==> config.mk <==
export PLATFORM = sky130hd
export DESIGN_NAME = packed_ternary_row_dot_product
export DESIGN_NICKNAME = d
export VERILOG_FILES = /design/src/hdl/ptrd_pkg.sv /design/src/hdl/packed_ternary_row_dot_product.sv /design/src/hdl/ptrd_queue.sv /design/src/hdl/ptrd_front.sv /design/src/hdl/ptrd_accum.sv /design/src/hdl/ptrd_scale.sv
export SDC_FILE = /design/constraint.sdc
export NUM_CORES = 2
export LEC_CHECK = 0
export BUFFER_PORTS_ARGS = -buffer_cell sky130_fd_sc_hd__buf_2
export CORE_ASPECT_RATIO = 1.5
export CORE_MARGIN = 2
export CORE_UTILIZATION = 35
export CTS_BUF_LIST = sky130_fd_sc_hd__clkbuf_8 sky130_fd_sc_hd__clkbuf_16
export CTS_CLUSTER_SIZE = 16
export DETAILED_ROUTE_END_ITERATION = 10
export PLACE_DENSITY = 0.54
export SLEW_MARGIN = 20
export SYNTH_ARGS = -nofsm -noshare
export SYNTH_HDL_FRONTEND = slang
export SYNTH_HIERARCHICAL = 1
export SYNTH_SLANG_ARGS = --single-unit
==> constraint.sdc <==
create_clock -name clk -period 34.3 [get_ports clk]
set_input_delay 5.145 -clock clk [delete_from_list [all_inputs] [get_ports clk]]
set_output_delay 5.145 -clock clk [all_outputs]
set_load 0.01 [all_outputs]
==> src/hdl/ptrd_pkg.sv <==
`default_nettype none

package ptrd_pkg;

  // datapath sizing
  localparam int ACT_WIDTH = 16;
  localparam int ACC_WIDTH = 32;
  localparam int SUM_W     = ((ACC_WIDTH > ACT_WIDTH) ? ACC_WIDTH : ACT_WIDTH) + 1;
  localparam int ALPHA_W   = 16;
  localparam int PROD_W    = ACC_WIDTH + ALPHA_W;
  localparam int FIN_W     = ((ACC_WIDTH + 6) > 33) ? (ACC_WIDTH + 6) : 33;
  localparam int RES_W     = 32;

  // rounding of the Q.20 product down to Q24.8
  localparam int FRAC_SHIFT = 12;
  localparam int ROUND_HALF = 2048;

  // front to back queue
  localparam int QDEPTH = 4;
  localparam int QPTR_W = $clog2(QDEPTH);
  localparam int QCNT_W = $clog2(QDEPTH + 1);

  localparam logic signed [ALPHA_W-1:0] ALPHA_RESET = 16'sd4096;

  // configuration register indexes
  typedef enum logic [1:0] {
    REG_SCALE_ALPHA = 2'd0,
    REG_BIAS_ENABLE = 2'd1
  } cfg_reg_t;

  // trit decode
  typedef enum logic [1:0] {
    TRIT_NONE = 2'b00,
    TRIT_ADD  = 2'b01,
    TRIT_SUB  = 2'b10
  } trit_op_t;

  typedef struct packed {
    logic [7:0]         weight_byte;
    logic signed [15:0] act_0;
    logic signed [15:0] act_1;
    logic signed [15:0] act_2;
    logic signed [15:0] act_3;
    logic signed [15:0] row_bias;
    logic               last_of_row;
  } in_item_t;

  typedef struct packed {
    logic signed [RES_W-1:0] row_result;
    logic                    saturated;
  } out_item_t;

  // classified item held in the queue
  typedef struct packed {
    trit_op_t [3:0]             ops;
    logic     [3:0][SUM_W-1:0]  acts;
    logic signed [15:0]         row_bias;
    logic                       last;
  } q_item_t;

  // finished row sum handed to the scaler
  typedef struct packed {
    logic                        valid;
    logic signed [ACC_WIDTH-1:0] acc;
    logic                        sat;
    logic signed [15:0]          bias;
  } row_done_t;

  // activation to accumulator operand width
  localparam int ACT_SIGN_BIT = (ACT_WIDTH <= 16) ? (ACT_WIDTH - 1) : 15;

  function automatic logic [SUM_W-1:0] act_ext(input logic [15:0] a);
    logic [SUM_W-1:0] r;
    r = '0;
    for (int i = 0; i < SUM_W; i++) begin
      if (i < ACT_WIDTH && i < 16) begin
        r[i] = a[i];
      end else if (i < ACT_WIDTH) begin
        r[i] = 1'b0;
      end else begin
        r[i] = (ACT_WIDTH <= 16) ? a[ACT_SIGN_BIT] : 1'b0;
      end
    end
    return r;
  endfunction

endpackage

`default_nettype wire

==> src/hdl/packed_ternary_row_dot_product.sv <==
`default_nettype none

// channel  direction  handshake             payload
// in       input      in_valid / in_stall   in_data (in_item_t)
// out      output     out_valid / out_stall out_data (out_item_t)
// cfg      input      cfg_valid / cfg_ready cfg_index, cfg_data
//
// one beat per cycle in unless stalled; the four-lane saturating sum updates per beat
// after its last beat, a row result passes hand-off, multiply and round/output registers
// synchronous reset clears the row sum and flag, alpha goes to 1.0 and bias is off
// in_stall rises only when the four-entry queue in front of the accumulator is full
// a stalled output holds up row ends only; beats ahead of a held row end keep accumulating

module packed_ternary_row_dot_product
  import ptrd_pkg::*;
(
  input  wire logic        clk,
  input  wire logic        rst,
  input  wire logic        in_valid,
  output logic             in_stall,
  input  wire in_item_t    in_data,
  output logic             out_valid,
  input  wire logic        out_stall,
  output out_item_t        out_data,
  input  wire logic        cfg_valid,
  output logic             cfg_ready,
  input  wire logic [1:0]  cfg_index,
  input  wire logic [15:0] cfg_data
);

  logic signed [ALPHA_W-1:0] scale_alpha;
  logic                      bias_enable;

  logic      q_full;
  logic      q_push;
  q_item_t   q_in;
  logic      q_pop;
  logic      q_valid;
  q_item_t   q_head;
  row_done_t done;
  logic      done_take;

  // configuration registers
  assign cfg_ready = 1'b1;

  always_ff @(posedge clk) begin
    if (rst) begin
      scale_alpha <= ALPHA_RESET;
      bias_enable <= 1'b0;
    end else if (cfg_valid && cfg_ready) begin
      unique case (cfg_index)
        REG_SCALE_ALPHA: scale_alpha <= cfg_data;
        REG_BIAS_ENABLE: bias_enable <= cfg_data[0];
        default: ;
      endcase
    end
  end

  ptrd_front u_front (
    .in_valid (in_valid),
    .in_stall (in_stall),
    .in_data  (in_data),
    .q_full   (q_full),
    .q_push   (q_push),
    .q_item   (q_in)
  );

  ptrd_queue u_queue (
    .clk        (clk),
    .rst        (rst),
    .push       (q_push),
    .push_item  (q_in),
    .full       (q_full),
    .pop        (q_pop),
    .head_valid (q_valid),
    .head_item  (q_head)
  );

  ptrd_accum u_accum (
    .clk       (clk),
    .rst       (rst),
    .q_valid   (q_valid),
    .q_item    (q_head),
    .q_pop     (q_pop),
    .done      (done),
    .done_take (done_take)
  );

  ptrd_scale u_scale (
    .clk         (clk),
    .rst         (rst),
    .scale_alpha (scale_alpha),
    .bias_enable (bias_enable),
    .done        (done),
    .done_take   (done_take),
    .out_valid   (out_valid),
    .out_stall   (out_stall),
    .out_data    (out_data)
  );

endmodule

`default_nettype wire

==> src/hdl/ptrd_queue.sv <==
`default_nettype none

module ptrd_queue
  import ptrd_pkg::*;
(
  input  wire logic    clk,
  input  wire logic    rst,
  input  wire logic    push,
  input  wire q_item_t push_item,
  output logic         full,
  input  wire logic    pop,
  output logic         head_valid,
  output q_item_t      head_item
);

  q_item_t             entries [QDEPTH];
  logic [QPTR_W-1:0]   head;
  logic [QPTR_W-1:0]   tail;
  logic [QCNT_W-1:0]   count;

  assign full       = (count == QCNT_W'(QDEPTH));
  assign head_valid = (count != '0);
  assign head_item  = entries[head];

  // storage
  always_ff @(posedge clk) begin
    if (push) begin
      entries[tail] <= push_item;
    end
  end

  // pointers and fill count
  always_ff @(posedge clk) begin
    if (rst) begin
      head  <= '0;
      tail  <= '0;
      count <= '0;
    end else begin
      if (push) begin
        tail <= tail + 1'b1;
      end
      if (pop) begin
        head <= head + 1'b1;
      end
      if (push && !pop) begin
        count <= count + 1'b1;
      end else if (pop && !push) begin
        count <= count - 1'b1;
      end
    end
  end

endmodule

`default_nettype wire

==> src/hdl/ptrd_front.sv <==
`default_nettype none

module ptrd_front
  import ptrd_pkg::*;
(
  input  wire logic     in_valid,
  output logic          in_stall,
  input  wire in_item_t in_data,
  input  wire logic     q_full,
  output logic          q_push,
  output q_item_t       q_item
);

  logic [3:0][15:0] acts_raw;

  assign in_stall = q_full;
  assign q_push   = in_valid && !q_full;

  assign acts_raw = {in_data.act_3, in_data.act_2, in_data.act_1, in_data.act_0};

  // trit decode and operand extension per lane
  always_comb begin
    for (int k = 0; k < 4; k++) begin
      unique case (in_data.weight_byte[2*k +: 2])
        TRIT_ADD: q_item.ops[k] = TRIT_ADD;
        TRIT_SUB: q_item.ops[k] = TRIT_SUB;
        default:  q_item.ops[k] = TRIT_NONE;
      endcase
      q_item.acts[k] = act_ext(acts_raw[k]);
    end
    q_item.row_bias = in_data.row_bias;
    q_item.last     = in_data.last_of_row;
  end

endmodule

`default_nettype wire

==> src/hdl/ptrd_accum.sv <==
`default_nettype none

module ptrd_accum
  import ptrd_pkg::*;
(
  input  wire logic    clk,
  input  wire logic    rst,
  input  wire logic    q_valid,
  input  wire q_item_t q_item,
  output logic         q_pop,
  output row_done_t    done,
  input  wire logic    done_take
);

  localparam logic signed [SUM_W-1:0] ACC_HI =
    {{(SUM_W - ACC_WIDTH + 1){1'b0}}, {(ACC_WIDTH - 1){1'b1}}};
  localparam logic signed [SUM_W-1:0] ACC_LO =
    {{(SUM_W - ACC_WIDTH + 1){1'b1}}, {(ACC_WIDTH - 1){1'b0}}};

  logic signed [ACC_WIDTH-1:0] acc;
  logic                        acc_sat;

  logic                        done_valid;
  logic signed [ACC_WIDTH-1:0] done_acc;
  logic                        done_sat;
  logic signed [15:0]          done_bias;

  logic signed [SUM_W-1:0]     chain [5];
  logic signed [SUM_W-1:0]     sum   [4];
  logic [3:0]                  step_sat;
  logic signed [ACC_WIDTH-1:0] acc_next;
  logic                        sat_next;

  // four lanes applied in trit order, clamped after each
  always_comb begin
    chain[0] = SUM_W'(acc);
    for (int k = 0; k < 4; k++) begin
      case (q_item.ops[k])
        TRIT_ADD: sum[k] = chain[k] + $signed(q_item.acts[k]);
        TRIT_SUB: sum[k] = chain[k] - $signed(q_item.acts[k]);
        default:  sum[k] = chain[k];
      endcase
      step_sat[k] = 1'b0;
      if (sum[k] > ACC_HI) begin
        chain[k+1]  = ACC_HI;
        step_sat[k] = 1'b1;
      end else if (sum[k] < ACC_LO) begin
        chain[k+1]  = ACC_LO;
        step_sat[k] = 1'b1;
      end else begin
        chain[k+1] = sum[k];
      end
    end
    acc_next = chain[4][ACC_WIDTH-1:0];
    sat_next = acc_sat || (step_sat != 4'b0000);
  end

  // a row end waits only for the hand-off register
  assign q_pop = q_valid && (!q_item.last || !done_valid || done_take);

  // row accumulator
  always_ff @(posedge clk) begin
    if (rst) begin
      acc     <= '0;
      acc_sat <= 1'b0;
    end else if (q_pop) begin
      if (q_item.last) begin
        acc     <= '0;
        acc_sat <= 1'b0;
      end else begin
        acc     <= acc_next;
        acc_sat <= sat_next;
      end
    end
  end

  // hand-off register toward the scaler
  always_ff @(posedge clk) begin
    if (rst) begin
      done_valid <= 1'b0;
    end else if (q_pop && q_item.last) begin
      done_valid <= 1'b1;
    end else if (done_take) begin
      done_valid <= 1'b0;
    end
  end

  always_ff @(posedge clk) begin
    if (q_pop && q_item.last) begin
      done_acc  <= acc_next;
      done_sat  <= sat_next;
      done_bias <= q_item.row_bias;
    end
  end

  assign done = '{valid: done_valid, acc: done_acc, sat: done_sat, bias: done_bias};

endmodule

`default_nettype wire

==> src/hdl/ptrd_scale.sv <==
`default_nettype none

module ptrd_scale
  import ptrd_pkg::*;
(
  input  wire logic                      clk,
  input  wire logic                      rst,
  input  wire logic signed [ALPHA_W-1:0] scale_alpha,
  input  wire logic                      bias_enable,
  input  wire row_done_t                 done,
  output logic                           done_take,
  output logic                           out_valid,
  input  wire logic                      out_stall,
  output out_item_t                      out_data
);

  localparam logic signed [FIN_W-1:0] RES_HI =
    {{(FIN_W - RES_W + 1){1'b0}}, {(RES_W - 1){1'b1}}};
  localparam logic signed [FIN_W-1:0] RES_LO =
    {{(FIN_W - RES_W + 1){1'b1}}, {(RES_W - 1){1'b0}}};

  logic                       s1_valid;
  logic signed [PROD_W-1:0]   s1_prod;
  logic signed [15:0]         s1_bias;
  logic                       s1_sat;
  logic                       s1_go;

  logic signed [ACC_WIDTH-1:0] mul_a;
  logic signed [PROD_W-1:0]    prod;
  logic signed [PROD_W:0]      rounded;
  logic signed [PROD_W:0]      shifted;
  logic signed [FIN_W-1:0]     fin_sum;
  logic signed [RES_W-1:0]     fin_val;
  logic                        fin_sat;

  assign s1_go     = s1_valid && (!out_valid || !out_stall);
  assign done_take = done.valid && (!s1_valid || s1_go);

  // scale multiply
  assign mul_a = done.acc;
  assign prod  = PROD_W'(mul_a) * PROD_W'(scale_alpha);

  always_ff @(posedge clk) begin
    if (rst) begin
      s1_valid <= 1'b0;
    end else if (done_take) begin
      s1_valid <= 1'b1;
    end else if (s1_go) begin
      s1_valid <= 1'b0;
    end
  end

  always_ff @(posedge clk) begin
    if (done_take) begin
      s1_prod <= prod;
      s1_bias <= bias_enable ? done.bias : 16'sd0;
      s1_sat  <= done.sat;
    end
  end

  // round half up to Q24.8, add bias, clamp to 32 bits
  always_comb begin
    rounded = (PROD_W + 1)'(s1_prod) + (PROD_W + 1)'(ROUND_HALF);
    shifted = rounded >>> FRAC_SHIFT;
    fin_sum = FIN_W'($signed(shifted[PROD_W-FRAC_SHIFT:0])) + FIN_W'(s1_bias);
    fin_sat = s1_sat;
    if (fin_sum > RES_HI) begin
      fin_val = RES_HI[RES_W-1:0];
      fin_sat = 1'b1;
    end else if (fin_sum < RES_LO) begin
      fin_val = RES_LO[RES_W-1:0];
      fin_sat = 1'b1;
    end else begin
      fin_val = fin_sum[RES_W-1:0];
    end
  end

  // output register
  always_ff @(posedge clk) begin
    if (rst) begin
      out_valid <= 1'b0;
    end else if (s1_go) begin
      out_valid <= 1'b1;
    end else if (!out_stall) begin
      out_valid <= 1'b0;
    end
  end

  always_ff @(posedge clk) begin
    if (s1_go) begin
      out_data.row_result <= fin_val;
      out_data.saturated  <= fin_sat;
    end
  end

endmodule

`default_nettype wire
==> summary.md <==
The run finished with clean final reports. The number of slew-limit violations in the final report was 0; the highest achievable clock rate was 0.0497 GHz. The share of Yosys cell area claimed by the top area cell type is 0.361.

The worst-skew pair later-pin latency came out at 0.72 ns. The overall routing resource usage was 0.196; the largest stage delay on the critical path was 0.89 ns. The setup fix buffers added after clock tree synthesis is 0.

The synthesized design spends more area on one cell type than any other, namely sky130_fd_sc_hd__edfxtp_1. Row generation in the floorplan step produced 191 rows. The tools report the number of remaining DRC errors as 0. The path class of the tightest hold or removal check is register to register.

The mean instance size in the synthesized netlist was 11.2 um^2. The critical path data arrival time was 20.68 ns. Before CTS, the worst setup slack after placement is 14.08 ns. The number of gates resized after CTS came out at 0. The number of hold buffers added after CTS was 0. At the end of the flow, the number of nets in the layout was 6468. Synthesis inferred 826 register bits.

The tools report the type of element launching the critical path as a register. The relative area change from synthesis to final layout is 7.56%, and the number of flops mapped to enable cells by yosys is 764. The pre-antenna-repair detailed-routing pass consisted of 6 iterations.

The wire length of the first global-routing pass was 273000 um. The wire length per cell was 22.4 um; the instance count of the mapped netlist was 5663. The cell occurring most often along the worst timing path was sky130_fd_sc_hd__o21ai_0. Counting along the longest clock path gives a buffer depth of 3. The y dimension of the die is 526 um. The library cells used most frequently in the layout, excluding fill and tap cells, are sky130_fd_sc_hd__edfxtp_1, sky130_fd_sc_hd__inv_1, sky130_fd_sc_hd__nand2_1, sky130_fd_sc_hd__fa_1, sky130_fd_sc_hd__a21oi_1. Yosys attributes the largest share of cell area to sky130_fd_sc_hd__edfxtp_1, sky130_fd_sc_hd__fa_1, sky130_fd_sc_hd__ha_1. Setup repair after global routing left no endpoint under its margin. The logs give 826 for the number of sinks driven by the clock tree and 34500 um^2 for the footprint of the multi-input gates.

In this run the worst path has a maximum fanout of 80. The cell area after technology mapping is 63500 um^2. The first routing iteration left 2355 violations.

The data required time of the critical path is 34.87 ns, and the summed negative setup slack over all endpoints is 0 ns. Critical path class: register to register. The die span in x is 352 um.

Between clock sinks in the finished design, the worst skew comes to 0.0643 ns. For the finished layout, the period the worst path requires is 20.12 ns. Global routing finished with a remaining overflow of 0.

The post-detailed-placement half-perimeter wirelength was 137000 um. In the synthesized netlist the dominant register cell turns out to be sky130_fd_sc_hd__edfxtp_1. For the pin with the worst max-slew slack, the measured transition is 1.23 ns. The logs give 180000 um for the routed wire length and 0.175 for the worst slew margin relative to its limit. Across all hold checks on the routed design, the worst slack comes to 0.480 ns.

For the sequential-to-total area share from yosys stat, the log shows 0.381. Dividing the detail-routed via count by the number of cells gives 5.24. The die covers 185000 um^2. The fraction of registers with async set or reset after synthesis was 0; the total number of yosys warnings was 6. The starting density of the core was 0.352; the number of cells on the worst reg-to-reg path was 56.

The maximum number of pins on one net before global-route repair is 105. The run gives 0.937 as the routability congestion estimate from global placement. The synthesized netlist contains 104 unique library cells. For the number of global-route vias before repair, the log shows 44502. The run gives 0 as the number of nets with antenna violations after detailed routing.

For this design, the slowest cell found on the critical path is sky130_fd_sc_hd__dfxtp_4. The deepest level of the CTS H-tree came out at 3. The endpoint class of the critical path was a register. Setup violations remaining at the end of the flow were counted as 0. Leaving out fill and tap cells, the most frequent cell in the layout is sky130_fd_sc_hd__edfxtp_1. Clock tree synthesis selected as its root buffer the cell sky130_fd_sc_hd__clkbuf_16.

The run gives 0 as the final-report hold violation count. The tools report the post-layout utilization of the core as 0.378. The critical path ends at u_accum/acc[27]$_SDFFE_PP0P_. The area taken by flip-flops and latches was 24200 um^2; the count of buffers from port buffering was 146.

After clock tree synthesis, the clock-pin slew on the worst setup and hold paths is 0.07 ns. The I/O pin count was 148. The worst-case setup margin in the final layout came out at 14.18 ns. TritonCTS built the clock tree.

The slack of the worst reg-to-reg path is 14.18 ns. The run gives 42174 as the via count. The final clock period utilization by the worst path works out to 0.587. The share of post-route cells with drive strength above 1 was 0.104; the number of max-capacitance violations reported was 0. The tools report the initial antenna violation count as 15. The total nets after synthesis was 6556.

In this run the critical register-to-register path is captured at u_accum/acc[27]$_SDFFE_PP0P_. The total clock buffers created by CTS is 84, and the fill cell total of the finished layout is 17707. The core region is 180000 um^2.
## critical path, delay by kind of cell (launching register included)
family / cells / cell delay (ns)
AOI/OAI and AO/OA: 29 / 9.28
DFF: 1 / 0.89
buffers and inverters: 5 / 1.42
and+or+nand+nor: 10 / 3.86
muxes: 3 / 1.32
xor gates and xnor gates: 4 / 1.44
adders and majority gates: 5 / 1.67
## synthesized netlist by cell type, types with 97 or more instances
cell type                  instances
sky130_fd_sc_hd__a21o_1          123
sky130_fd_sc_hd__inv_1           653
sky130_fd_sc_hd__a21oi_1         294
sky130_fd_sc_hd__buf_4           155
sky130_fd_sc_hd__nand2_1         492
sky130_fd_sc_hd__xor2_1           97
sky130_fd_sc_hd__mux4_2          157
sky130_fd_sc_hd__and2_1          241
sky130_fd_sc_hd__nor2_1          274
sky130_fd_sc_hd__fa_1            491
sky130_fd_sc_hd__o21ai_0         175
sky130_fd_sc_hd__edfxtp_1        764
sky130_fd_sc_hd__xnor2_1         239
sky130_fd_sc_hd__clkbuf_1        163
sky130_fd_sc_hd__ha_1            290
## metal layers
| layer | GRT usage | vias up | part of all wire |
|---|---|---|---|
| li1 | - | 19458 | - |
| met1 | 0.215 | 21341 | 0.37 |
| met2 | 0.358 | 978 | 0.53 |
| met3 | 0.0250 | 385 | 0.039 |
| met4 | 0.110 | 12 | 0.063 |
| met5 | 0 | - | 0.00041 |
## through the flow
step / std cells / instance area [um^2]
6_report: 8055 / 68300
5_1_grt: 8054 / 68300
4_1_cts: 8053 / 68300
3_5_place_dp: 7901 / 65500
3_3_place_gp: 7900 / 65400
2_1_floorplan: 5663 / 63500
## how the worst min path moves through the flow
stage	from	endpoint	slack, ns	cells after the start
2_1_floorplan	u_scale/s1_valid$_SDFFE_PP0P_	u_scale/out_valid$_SDFFE_PP0P_	0.45	2
3_3_place_gp	scale_alpha[15]$_SDFFE_PP0P_	scale_alpha[15]$_SDFFE_PP0P_	0.46	2
3_5_place_dp	scale_alpha[15]$_SDFFE_PP0P_	scale_alpha[15]$_SDFFE_PP0P_	0.47	2
4_1_cts	scale_alpha[15]$_SDFFE_PP0P_	scale_alpha[15]$_SDFFE_PP0P_	0.49	2
5_1_grt	u_scale/s1_valid$_SDFFE_PP0P_	u_scale/out_valid$_SDFFE_PP0P_	0.53	2
6_report	scale_alpha[15]$_SDFFE_PP0P_	scale_alpha[15]$_SDFFE_PP0P_	0.48	2
## cell type report
type,count,area share
repair buffers,207,0.0182
flip-flops and latches,826,0.354
clock inverters,67,0.00991
diodes,2,0.0000733
clock buffers,85,0.0310
well taps,2412,0.0442
inverters,659,0.0363
multi-input cells,3797,0.506
## flip-flops by register name (all words and copies together), names as in the netlist, 2 cells and up, named ones only
signal	count
u_queue/tail	2
u_queue/entries	628
u_accum/done_bias	16
u_scale/out_data	33
u_scale/s1_bias	16
scale_alpha	16
u_queue/count	3
u_accum/acc	32
u_accum/done_acc	32
u_scale/s1_prod	37
u_queue/head	2
## kinds of logic after synthesis
group | synth area share
fa+ha+maj | 0.217
xor+xnor | 0.0472
mux | 0.0619
other cells | 0.0000591
buf+inv | 0.0756
compound gates | 0.107
simple gates | 0.110
flops | 0.381
Power is left out: the tool's default activity adds up to more than one toggle a clock period on the data nets, which glitch-free logic cannot reach.
